## src/hw/rtl/msp_pkg.sv

```systemverilog
`timescale 1ns / 1ps

package msp_pkg;

    // Box geometry and field widths
    localparam int MAX_WIDTH = 1024;
    localparam int COL_W     = $clog2(MAX_WIDTH + 1);
    localparam int ADDR_W    = (MAX_WIDTH > 1) ? $clog2(MAX_WIDTH) : 1;
    localparam int LABEL_W   = 32;
    localparam int CNT_W     = 21;
    localparam int PERIM_W   = 37;
    localparam int INC_W     = 3;

    // Perimeter weights, 16 fraction bits
    localparam int FRAC_W      = 16;
    localparam int CORNER_WT_W = 16;
    localparam int DIAG_WT_W   = 17;
    localparam logic [CORNER_WT_W-1:0] CORNER_WT = 16'd46341;
    localparam logic [DIAG_WT_W-1:0]   DIAG_WT   = 17'd92682;

    localparam int SUM_W = CNT_W + DIAG_WT_W + 2;

    localparam logic [CNT_W-1:0]   CNT_MAX   = {CNT_W{1'b1}};
    localparam logic [PERIM_W-1:0] PERIM_MAX = {PERIM_W{1'b1}};

    typedef enum logic [1:0] {
        CLS_NONE   = 2'd0,
        CLS_CORNER = 2'd1,
        CLS_EDGE   = 2'd2,
        CLS_DIAG   = 2'd3
    } cell_class_t;

    typedef struct packed {
        logic [CNT_W-1:0] area_cnt;
        logic [CNT_W-1:0] edge_cnt;
        logic [CNT_W-1:0] corner_cnt;
        logic [CNT_W-1:0] diag_cnt;
    } box_counts_t;

    // Sort one 2x2 cell by its inside corners
    function automatic cell_class_t classify(input logic ul, input logic ur,
                                             input logic ll, input logic lr);
        logic [2:0] n;
        n = {2'b00, ul} + {2'b00, ur} + {2'b00, ll} + {2'b00, lr};
        if (n == 3'd1 || n == 3'd3)
            return CLS_CORNER;
        else if (n == 3'd2)
            return (ul == lr) ? CLS_DIAG : CLS_EDGE;
        else
            return CLS_NONE;
    endfunction

    // Add a small increment, saturating at the counter maximum
    function automatic logic [CNT_W-1:0] sat_add(input logic [CNT_W-1:0] v,
                                                 input logic [INC_W-1:0] k);
        logic [CNT_W:0] s;
        s = {1'b0, v} + {{(CNT_W + 1 - INC_W){1'b0}}, k};
        return (s > {1'b0, CNT_MAX}) ? CNT_MAX : s[CNT_W-1:0];
    endfunction

endpackage

```

## src/hw/rtl/msp_pixel_if.sv

```systemverilog
`timescale 1ns / 1ps

interface msp_pixel_if import msp_pkg::*; ();
    logic               valid;
    logic               ready;
    logic [LABEL_W-1:0] pixel_label;
    logic               row_end;
    logic               last_row;

    modport source (output valid, output pixel_label, output row_end, output last_row,
                    input ready);
    modport sink (input valid, input pixel_label, input row_end, input last_row,
                  output ready);
endinterface

```

## src/hw/rtl/msp_result_if.sv

```systemverilog
`timescale 1ns / 1ps

interface msp_result_if import msp_pkg::*; ();
    logic               valid;
    logic               ready;
    logic [PERIM_W-1:0] perimeter_fixed;
    logic [CNT_W-1:0]   area_count;
    logic [CNT_W-1:0]   edge_cells;
    logic [CNT_W-1:0]   corner_cells;
    logic [CNT_W-1:0]   diagonal_cells;

    modport source (output valid, output perimeter_fixed, output area_count,
                    output edge_cells, output corner_cells, output diagonal_cells,
                    input ready);
    modport sink (input valid, input perimeter_fixed, input area_count,
                  input edge_cells, input corner_cells, input diagonal_cells,
                  output ready);
endinterface

```

## src/hw/rtl/msp_cell_stage.sv

```systemverilog
`timescale 1ns / 1ps

module msp_cell_stage import msp_pkg::*; (
    input  logic               clk,
    input  logic               rst_n,
    input  logic [LABEL_W-1:0] target_label,
    msp_pixel_if.sink          pix,
    output logic               box_valid,
    input  logic               box_ready,
    output box_counts_t        box_counts
);

    // Row buffer of inside bits, registered read
    logic row_mem [MAX_WIDTH];
    logic rd_data_reg;

    // Column tracking at accept time
    logic [COL_W-1:0] col_reg, col_next;
    logic             first_row_reg, first_row_next;

    // Classification stage
    logic              s1_valid_reg, s1_valid_next;
    logic              s1_cur_reg;
    logic              s1_row_end_reg;
    logic              s1_last_row_reg;
    logic              s1_up_ok_reg;
    logic              s1_wr_ok_reg;
    logic [ADDR_W-1:0] s1_addr_reg;
    logic              fwd_hit_reg;
    logic              fwd_bit_reg;

    logic             left_reg, left_next;
    logic             ul_reg, ul_next;
    logic [CNT_W-1:0] area_reg, area_next;
    logic [CNT_W-1:0] edge_reg, edge_next;
    logic [CNT_W-1:0] corner_reg, corner_next;
    logic [CNT_W-1:0] diag_reg, diag_next;

    logic              accept;
    logic              col_in_range;
    logic [ADDR_W-1:0] rd_addr;
    logic              s1_final;
    logic              s1_adv;
    logic              mem_we;
    logic              up;
    cell_class_t       cls [4];
    logic [INC_W-1:0]  n_edge, n_corner, n_diag;
    logic [CNT_W-1:0]  area_sum, edge_sum, corner_sum, diag_sum;

    // Handshake and stage advance
    assign s1_final  = s1_row_end_reg && s1_last_row_reg;
    assign s1_adv    = s1_valid_reg && (!s1_final || box_ready);
    assign pix.ready = !s1_valid_reg || s1_adv;
    assign accept    = pix.valid && pix.ready;

    assign col_in_range = col_reg < COL_W'(MAX_WIDTH);
    assign rd_addr      = col_reg[ADDR_W-1:0];
    assign mem_we       = s1_adv && s1_wr_ok_reg;

    // Write back the current bit, read the row above for the next word
    always_ff @(posedge clk)
    begin
        if (mem_we)
            row_mem[s1_addr_reg] <= s1_cur_reg;
        if (accept)
            rd_data_reg <= row_mem[rd_addr];
    end

    // Advance the column and row flags
    always_comb
    begin
        col_next       = col_reg;
        first_row_next = first_row_reg;
        if (accept)
        begin
            if (pix.row_end)
                col_next = '0;
            else if (col_in_range)
                col_next = col_reg + COL_W'(1);
            if (pix.row_end)
                first_row_next = pix.last_row;
        end
    end

    always_comb
    begin
        s1_valid_next = s1_valid_reg;
        if (accept)
            s1_valid_next = 1'b1;
        else if (s1_adv)
            s1_valid_next = 1'b0;
    end

    always_ff @(posedge clk or negedge rst_n)
    begin
        if (!rst_n)
        begin
            col_reg       <= '0;
            first_row_reg <= 1'b1;
            s1_valid_reg  <= 1'b0;
        end
        else
        begin
            col_reg       <= col_next;
            first_row_reg <= first_row_next;
            s1_valid_reg  <= s1_valid_next;
        end
    end

    // Load the stage payload; forward a write to the same column
    always_ff @(posedge clk)
    begin
        if (accept)
        begin
            s1_cur_reg      <= (pix.pixel_label == target_label);
            s1_row_end_reg  <= pix.row_end;
            s1_last_row_reg <= pix.last_row;
            s1_up_ok_reg    <= !first_row_reg && col_in_range;
            s1_wr_ok_reg    <= col_in_range;
            s1_addr_reg     <= rd_addr;
            fwd_hit_reg     <= mem_we && (s1_addr_reg == rd_addr);
            fwd_bit_reg     <= s1_cur_reg;
        end
    end

    // Classify the cells touched by this pixel
    assign up = s1_up_ok_reg && (fwd_hit_reg ? fwd_bit_reg : rd_data_reg);

    always_comb
    begin
        cls[0] = classify(ul_reg, up, left_reg, s1_cur_reg);
        cls[1] = s1_row_end_reg ? classify(up, 1'b0, s1_cur_reg, 1'b0) : CLS_NONE;
        cls[2] = s1_last_row_reg ? classify(left_reg, s1_cur_reg, 1'b0, 1'b0) : CLS_NONE;
        cls[3] = s1_final ? classify(s1_cur_reg, 1'b0, 1'b0, 1'b0) : CLS_NONE;
    end

    // Count each class among the four cells
    always_comb
    begin
        n_edge   = '0;
        n_corner = '0;
        n_diag   = '0;
        for (int i = 0; i < 4; i++)
        begin
            case (cls[i])
                CLS_CORNER: n_corner = n_corner + INC_W'(1);
                CLS_EDGE:   n_edge   = n_edge + INC_W'(1);
                CLS_DIAG:   n_diag   = n_diag + INC_W'(1);
                default:    ;
            endcase
        end
    end

    assign area_sum   = sat_add(area_reg, {{(INC_W - 1){1'b0}}, s1_cur_reg});
    assign edge_sum   = sat_add(edge_reg, n_edge);
    assign corner_sum = sat_add(corner_reg, n_corner);
    assign diag_sum   = sat_add(diag_reg, n_diag);

    // Hand the finished box to the perimeter pipeline
    assign box_valid             = s1_valid_reg && s1_final;
    assign box_counts.area_cnt   = area_sum;
    assign box_counts.edge_cnt   = edge_sum;
    assign box_counts.corner_cnt = corner_sum;
    assign box_counts.diag_cnt   = diag_sum;

    // Update neighbors and counters; clear neighbors at a row end and counters at the end of a box
    always_comb
    begin
        left_next   = left_reg;
        ul_next     = ul_reg;
        area_next   = area_reg;
        edge_next   = edge_reg;
        corner_next = corner_reg;
        diag_next   = diag_reg;
        if (s1_adv)
        begin
            left_next   = s1_row_end_reg ? 1'b0 : s1_cur_reg;
            ul_next     = s1_row_end_reg ? 1'b0 : up;
            area_next   = s1_final ? '0 : area_sum;
            edge_next   = s1_final ? '0 : edge_sum;
            corner_next = s1_final ? '0 : corner_sum;
            diag_next   = s1_final ? '0 : diag_sum;
        end
    end

    always_ff @(posedge clk or negedge rst_n)
    begin
        if (!rst_n)
        begin
            left_reg   <= 1'b0;
            ul_reg     <= 1'b0;
            area_reg   <= '0;
            edge_reg   <= '0;
            corner_reg <= '0;
            diag_reg   <= '0;
        end
        else
        begin
            left_reg   <= left_next;
            ul_reg     <= ul_next;
            area_reg   <= area_next;
            edge_reg   <= edge_next;
            corner_reg <= corner_next;
            diag_reg   <= diag_next;
        end
    end

endmodule

```

## src/hw/rtl/msp_perim.sv

```systemverilog
`timescale 1ns / 1ps

module msp_perim import msp_pkg::*; (
    input  logic        clk,
    input  logic        rst_n,
    input  logic        box_valid,
    output logic        box_ready,
    input  box_counts_t box_counts,
    msp_result_if.source res
);

    localparam int CORNER_P_W = CNT_W + CORNER_WT_W;
    localparam int DIAG_P_W   = CNT_W + DIAG_WT_W;
    localparam int EDGE_P_W   = CNT_W + FRAC_W;

    // Snapshot stage
    logic        r1_valid_reg, r1_valid_next;
    box_counts_t r1_counts_reg;

    // Product stage
    logic                  r2_valid_reg, r2_valid_next;
    box_counts_t           r2_counts_reg;
    logic [CORNER_P_W-1:0] r2_corner_reg;
    logic [DIAG_P_W-1:0]   r2_diag_reg;

    // Output word
    logic               r3_valid_reg, r3_valid_next;
    box_counts_t        r3_counts_reg;
    logic [PERIM_W-1:0] r3_perim_reg;

    logic               adv2, adv3, load1;
    logic [EDGE_P_W-1:0] edge_term;
    logic [SUM_W-1:0]   perim_sum;
    logic [PERIM_W-1:0] perim_sat;

    // Stage advance, from the output back
    assign adv3      = r2_valid_reg && (!r3_valid_reg || res.ready);
    assign adv2      = r1_valid_reg && (!r2_valid_reg || adv3);
    assign box_ready = !r1_valid_reg || adv2;
    assign load1     = box_valid && box_ready;

    always_comb
    begin
        r1_valid_next = load1 ? 1'b1 : (adv2 ? 1'b0 : r1_valid_reg);
        r2_valid_next = adv2 ? 1'b1 : (adv3 ? 1'b0 : r2_valid_reg);
        r3_valid_next = adv3 ? 1'b1 : (res.ready ? 1'b0 : r3_valid_reg);
    end

    always_ff @(posedge clk or negedge rst_n)
    begin
        if (!rst_n)
        begin
            r1_valid_reg <= 1'b0;
            r2_valid_reg <= 1'b0;
            r3_valid_reg <= 1'b0;
        end
        else
        begin
            r1_valid_reg <= r1_valid_next;
            r2_valid_reg <= r2_valid_next;
            r3_valid_reg <= r3_valid_next;
        end
    end

    // Hold the box counts
    always_ff @(posedge clk)
    begin
        if (load1)
            r1_counts_reg <= box_counts;
    end

    // Weight the corner and diagonal counts
    always_ff @(posedge clk)
    begin
        if (adv2)
        begin
            r2_counts_reg <= r1_counts_reg;
            r2_corner_reg <= {{CORNER_WT_W{1'b0}}, r1_counts_reg.corner_cnt} *
                             {{CNT_W{1'b0}}, CORNER_WT};
            r2_diag_reg   <= {{DIAG_WT_W{1'b0}}, r1_counts_reg.diag_cnt} *
                             {{CNT_W{1'b0}}, DIAG_WT};
        end
    end

    // Sum the weighted counts and saturate
    assign edge_term = {r2_counts_reg.edge_cnt, {FRAC_W{1'b0}}};
    assign perim_sum = {{(SUM_W - EDGE_P_W){1'b0}}, edge_term}
                     + {{(SUM_W - CORNER_P_W){1'b0}}, r2_corner_reg}
                     + {{(SUM_W - DIAG_P_W){1'b0}}, r2_diag_reg};
    assign perim_sat = (perim_sum > {{(SUM_W - PERIM_W){1'b0}}, PERIM_MAX})
                     ? PERIM_MAX : perim_sum[PERIM_W-1:0];

    always_ff @(posedge clk)
    begin
        if (adv3)
        begin
            r3_counts_reg <= r2_counts_reg;
            r3_perim_reg  <= perim_sat;
        end
    end

    // Drive the result word
    assign res.valid           = r3_valid_reg;
    assign res.perimeter_fixed = r3_perim_reg;
    assign res.area_count      = r3_counts_reg.area_cnt;
    assign res.edge_cells      = r3_counts_reg.edge_cnt;
    assign res.corner_cells    = r3_counts_reg.corner_cnt;
    assign res.diagonal_cells  = r3_counts_reg.diag_cnt;

endmodule

```

## src/hw/rtl/marching_squares_perimeter_top.sv

```systemverilog
// Throughput: one pixel word per cycle; a stall arises only when a result word is held
// by the sink while the three-deep result pipeline is full.
// The result word of a box passes the classification, snapshot, product and output registers after its last pixel.
// Reset (rst_n, async, active low) clears the counters, column state and target label;
// the row buffer holds no valid contents until each column is first written.
`timescale 1ns / 1ps

module marching_squares_perimeter_top import msp_pkg::*; (
    input  logic               clk,
    input  logic               rst_n,
    input  logic               cfg_wr_en,
    input  logic [LABEL_W-1:0] cfg_wr_data,
    msp_pixel_if.sink          pix,
    msp_result_if.source       res
);

    logic [LABEL_W-1:0] target_label_reg, target_label_next;
    logic               box_valid;
    logic               box_ready;
    box_counts_t        box_counts;

    // Hold the target label
    assign target_label_next = cfg_wr_en ? cfg_wr_data : target_label_reg;

    always_ff @(posedge clk or negedge rst_n)
    begin
        if (!rst_n)
            target_label_reg <= '0;
        else
            target_label_reg <= target_label_next;
    end

    msp_cell_stage u_cell_stage (
        .clk          (clk),
        .rst_n        (rst_n),
        .target_label (target_label_reg),
        .pix          (pix),
        .box_valid    (box_valid),
        .box_ready    (box_ready),
        .box_counts   (box_counts)
    );

    msp_perim u_perim (
        .clk        (clk),
        .rst_n      (rst_n),
        .box_valid  (box_valid),
        .box_ready  (box_ready),
        .box_counts (box_counts),
        .res        (res)
    );

endmodule
```

## src/flat_wrapper.sv

```systemverilog
// flat-port wrapper written by rule: the top's interface ports become plain ports
module marching_squares_perimeter_top_flat import msp_pkg::*;
  (clk, rst_n, cfg_wr_en, cfg_wr_data, pix_valid, pix_pixel_label, pix_row_end, pix_last_row, pix_ready, res_valid, res_perimeter_fixed, res_area_count, res_edge_cells, res_corner_cells, res_diagonal_cells, res_ready);
  msp_pixel_if pix_i ();
  msp_result_if res_i ();
  input  logic clk;
  input  logic rst_n;
  input  logic cfg_wr_en;
  input  logic [LABEL_W-1:0] cfg_wr_data;
  input wire logic [$bits(pix_i.valid)-1:0] pix_valid;
  input wire logic [$bits(pix_i.pixel_label)-1:0] pix_pixel_label;
  input wire logic [$bits(pix_i.row_end)-1:0] pix_row_end;
  input wire logic [$bits(pix_i.last_row)-1:0] pix_last_row;
  output wire logic [$bits(pix_i.ready)-1:0] pix_ready;
  output wire logic [$bits(res_i.valid)-1:0] res_valid;
  output wire logic [$bits(res_i.perimeter_fixed)-1:0] res_perimeter_fixed;
  output wire logic [$bits(res_i.area_count)-1:0] res_area_count;
  output wire logic [$bits(res_i.edge_cells)-1:0] res_edge_cells;
  output wire logic [$bits(res_i.corner_cells)-1:0] res_corner_cells;
  output wire logic [$bits(res_i.diagonal_cells)-1:0] res_diagonal_cells;
  input wire logic [$bits(res_i.ready)-1:0] res_ready;
  assign pix_i.valid = pix_valid;
  assign pix_i.pixel_label = pix_pixel_label;
  assign pix_i.row_end = pix_row_end;
  assign pix_i.last_row = pix_last_row;
  assign pix_ready = pix_i.ready;
  assign res_valid = res_i.valid;
  assign res_perimeter_fixed = res_i.perimeter_fixed;
  assign res_area_count = res_i.area_count;
  assign res_edge_cells = res_i.edge_cells;
  assign res_corner_cells = res_i.corner_cells;
  assign res_diagonal_cells = res_i.diagonal_cells;
  assign res_i.ready = res_ready;
  marching_squares_perimeter_top u_core (.clk(clk), .rst_n(rst_n), .cfg_wr_en(cfg_wr_en), .cfg_wr_data(cfg_wr_data), .pix(pix_i), .res(res_i));
endmodule
```

## config.mk

```make
export PLATFORM = sky130hd
export DESIGN_NAME = marching_squares_perimeter_top_flat
export DESIGN_NICKNAME = d
export VERILOG_FILES = /design/src/hw/rtl/msp_pkg.sv /design/src/hw/rtl/msp_pixel_if.sv /design/src/hw/rtl/msp_result_if.sv /design/src/hw/rtl/msp_cell_stage.sv /design/src/hw/rtl/msp_perim.sv /design/src/hw/rtl/marching_squares_perimeter_top.sv /design/src/flat_wrapper.sv
export SDC_FILE = /design/constraint.sdc
export NUM_CORES = 2
export LEC_CHECK = 0
export BUFFER_PORTS_ARGS = -buffer_cell sky130_fd_sc_hd__buf_2
export CAP_MARGIN = 10
export CORE_ASPECT_RATIO = 0.9
export CORE_MARGIN = 2
export CORE_UTILIZATION = 35
export CTS_CLUSTER_DIAMETER = 100
export CTS_CLUSTER_SIZE = 16
export DETAILED_ROUTE_END_ITERATION = 12
export GPL_TIMING_DRIVEN = 0
export PLACE_DENSITY = 0.59
export SYNTH_ARGS = -nofsm -noshare
export SYNTH_HDL_FRONTEND = slang
export SYNTH_SLANG_ARGS = --single-unit
export TNS_END_PERCENT = 20
```

## constraint.sdc

```tcl
create_clock -name clk -period 21.9 [get_ports clk]
set_input_delay 3.285 -clock clk [delete_from_list [all_inputs] [get_ports clk]]
set_output_delay 3.285 -clock clk [all_outputs]
set_load 0.01 [all_outputs]
```

==> out/metrics.csv <==
metric,value,unit
status,finished clean,
Crit Path Max Fanout,5,
CP max-delay cell,nor2b_1,
main flop type after synthesis,edfxtp_1,
worst min path class,reg -> reg,
drt via density,5.40,
RSZ-0062 raised after global routing,no,
Final Max Tran Viols,0,
Yosys cell types,73,
Final Hold Fails,0,
max reg flops,1024,
VDD IR max,0.0708,mV
"commonest non-fill, non-tap cells in the layout","1401 x edfxtp_1, 1141 x nor2_1, 355 x ha_1",
"Period Utilization, post-route",0.359,
Initial Utilization,0.352,
Fin Hold WS,0.413,ns
clock tree buffer depth,3,
Filler Cells Inserted,20249,
CTS Buf Count,109,
Via Count,47918,
vias in the first global route,47277,
cell area after synthesis,0.0764,mm²
total track usage,0.195,
DRT iter0 DRCs,5921,
Tmin final,7.86,ns
first-pass GRT wire length,317,mm
Ports,194,
"slowest stage delay, CP",0.43,ns
"area leader, netlist",edfxtp_1,
placed cell count,8718,
crit-path leading delay family,simple AND/OR/NAND/NOR gates,
Pwr Density,79.0,mW/mm²
crit path cell chain,buf_2 -> nor2b_1 -> nand3_1 -> nor2_1 -> inv_1 -> buf_2,
critical path class,in -> out,
Yosys top cell area share,0.551,
CTS sink count,1535,
Setup Skew,0.0803,ns
Achievable Freq,127,MHz
"Reg clk slew, reported paths",0.08,ns
worst path bufs/invs,3,
synth top area cells,"edfxtp_1 55%, mux4_2 7.2%, ha_1 5.8%",
DP HPWL,154,mm
largest net degree at the start of global routing,82,
HP Start,u_core.u_perim.r1_counts_reg[59],
"EDFF count, synth",1401,
Lkg Pwr,0.0305,µW
die span in y,447,µm
initial antenna violation count,7,
# hold bufs at CTS,0,
worst flop-to-flop path startpoint,u_core.u_perim.r1_counts_reg[29],
Ys Warns,0,
gp weighted congestion,0.904,
final core area utilization,0.394,
# DRC,0,
syn avg cell area,13.6,µm²
drt first pass iters,8,
Worst Tran Pin Value,1.36,ns
Most Frequent Cell on Critical Path,buf_2,
max-cap violation count,0,
DIE AREA,0.222,mm²
Cell Rows,162,
CP required,18.62,ns
setup TNS,0,ns
die width,497,µm
NumNets Final,6565,
post-CTS sizing,0,
Core Box Area,0.217,mm²
number of H-tree levels,3,
Critical Path Source,res_ready,
FF+latch area,0.0454,mm²
total power,6750,µW
clk root buf,clkbuf_16,
CP arrival,4.58,ns
"commonest non-fill, non-tap cell in the layout",edfxtp_1,
startpoint type of the worst setup path,primary input,
post-CTS setup buffer count,0,
clock latency on the worst-skew pair,0.80,ns
Overflow after GRT,0,
CTS tree,done,
register area share after synthesis,0.595,
Max-slew headroom,0.0873,
Synth Instances,5606,
wire per inst,24.6,µm
critical path capture point type,primary output,
Synth async-reset ratio,0.0873,
Routed Antenna Nets,0,
Syn Nets,6212,
"FF+latch count, synth",1535,
final setup vio count,0,
share of cells above drive strength 1,0.127,
area occupied by multi-input gates,0.0282,mm²
# port buffers,192,
Routed WL,218,mm
synth-to-layout area growth,11.7,%
fin cells,8875,
cell type report:
cell class | count | area share
diodes | 1 | 0.0000293
plain buffers | 354 | 0.0202
clock buffers | 142 | 0.0337
clock inverters | 14 | 0.00308
inverters | 294 | 0.0129
multi-input cells | 3423 | 0.330
flip-flops and latches | 1535 | 0.532
well taps | 2870 | 0.0421
repair buffers | 242 | 0.0258
path summary, 6_finish.rpt:
path	end	slack, ns	depth (start not counted)
hold / removal	u_core.u_perim.edge_term[33]	0.41	0
hold reg to reg	u_core.u_perim.edge_term[33]	0.41	0
max in group asynchronous	u_core.u_cell_stage.area_reg[16]	18.41	2
min in group asynchronous	u_core.u_cell_stage.col_reg[3]	2.46	1
setup reg to reg	u_core.u_perim.r2_corner_reg[35]	15.13	19
setup / recovery	pix_ready	14.04	6
report_power, final:
group / internal [µW] / switching [µW] / leakage (µW)
clock: 937 / 1050 / 0.00150
sequential: 3240 / 31.6 / 0.0147
combinational: 600 / 887 / 0.0143
total: 4780 / 1960 / 0.0305
synthesized netlist by cell type (11+ instances only):
library cell and count:
o31ai_1 12, dfrtp_1 133, nor4_1 12, mux2_2 45, o22ai_1 16, mux4_1 20, nor2_1 1141, nand2_1 288
xor2_1 89, a31oi_1 13, o21a_1 26, mux4_2 245, a211oi_1 14, ha_1 355, nor3b_1 11, inv_1 293
o221ai_1 17, edfxtp_1 1401, fa_1 180, a21o_1 50, mux2i_1 94, a21oi_1 113, and2_1 13, nor3_1 20
nand4_1 19, or2_2 11, and3_1 39, nand3_1 63, buf_4 13, o21bai_1 16, a22o_1 78, nand2b_1 33
buf_6 14, clkbuf_1 264, xnor2_1 101, buf_2 39, nor2b_1 23, o21ai_0 164
through the flow:
step	area, µm²	setup WS (ns)
after floorplan	76400	3.18
after global placement	81000	-5.91
after detailed placement	82200	13.98
after CTS	85400	13.98
after global routing	85400	13.93
final	85400	14.04
cell families after synthesis:
family,count (synthesis),share of synthesized area
multiplexers,405,0.0982
adder cells (fa/ha/maj),535,0.105
XOR/XNOR,190,0.0218
buffers and inverters,648,0.0370
AO/OA/AOI/OAI,591,0.0513
AND/OR/NAND/NOR,1702,0.0919
flip-flops,1535,0.595
routing by layer:
| layer | global-route usage | vias up | wire length, µm |
|---|---|---|---|
| met5 | 0 | - | 33 |
| met4 | 0.0653 | 4 | 8130 |
| met3 | 0.0401 | 377 | 19000 |
| met2 | 0.313 | 2068 | 101000 |
| met1 | 0.264 | 24563 | 89900 |
| li1 | - | 20906 | - |
Note: power is estimated with default switching activity, not from simulation.
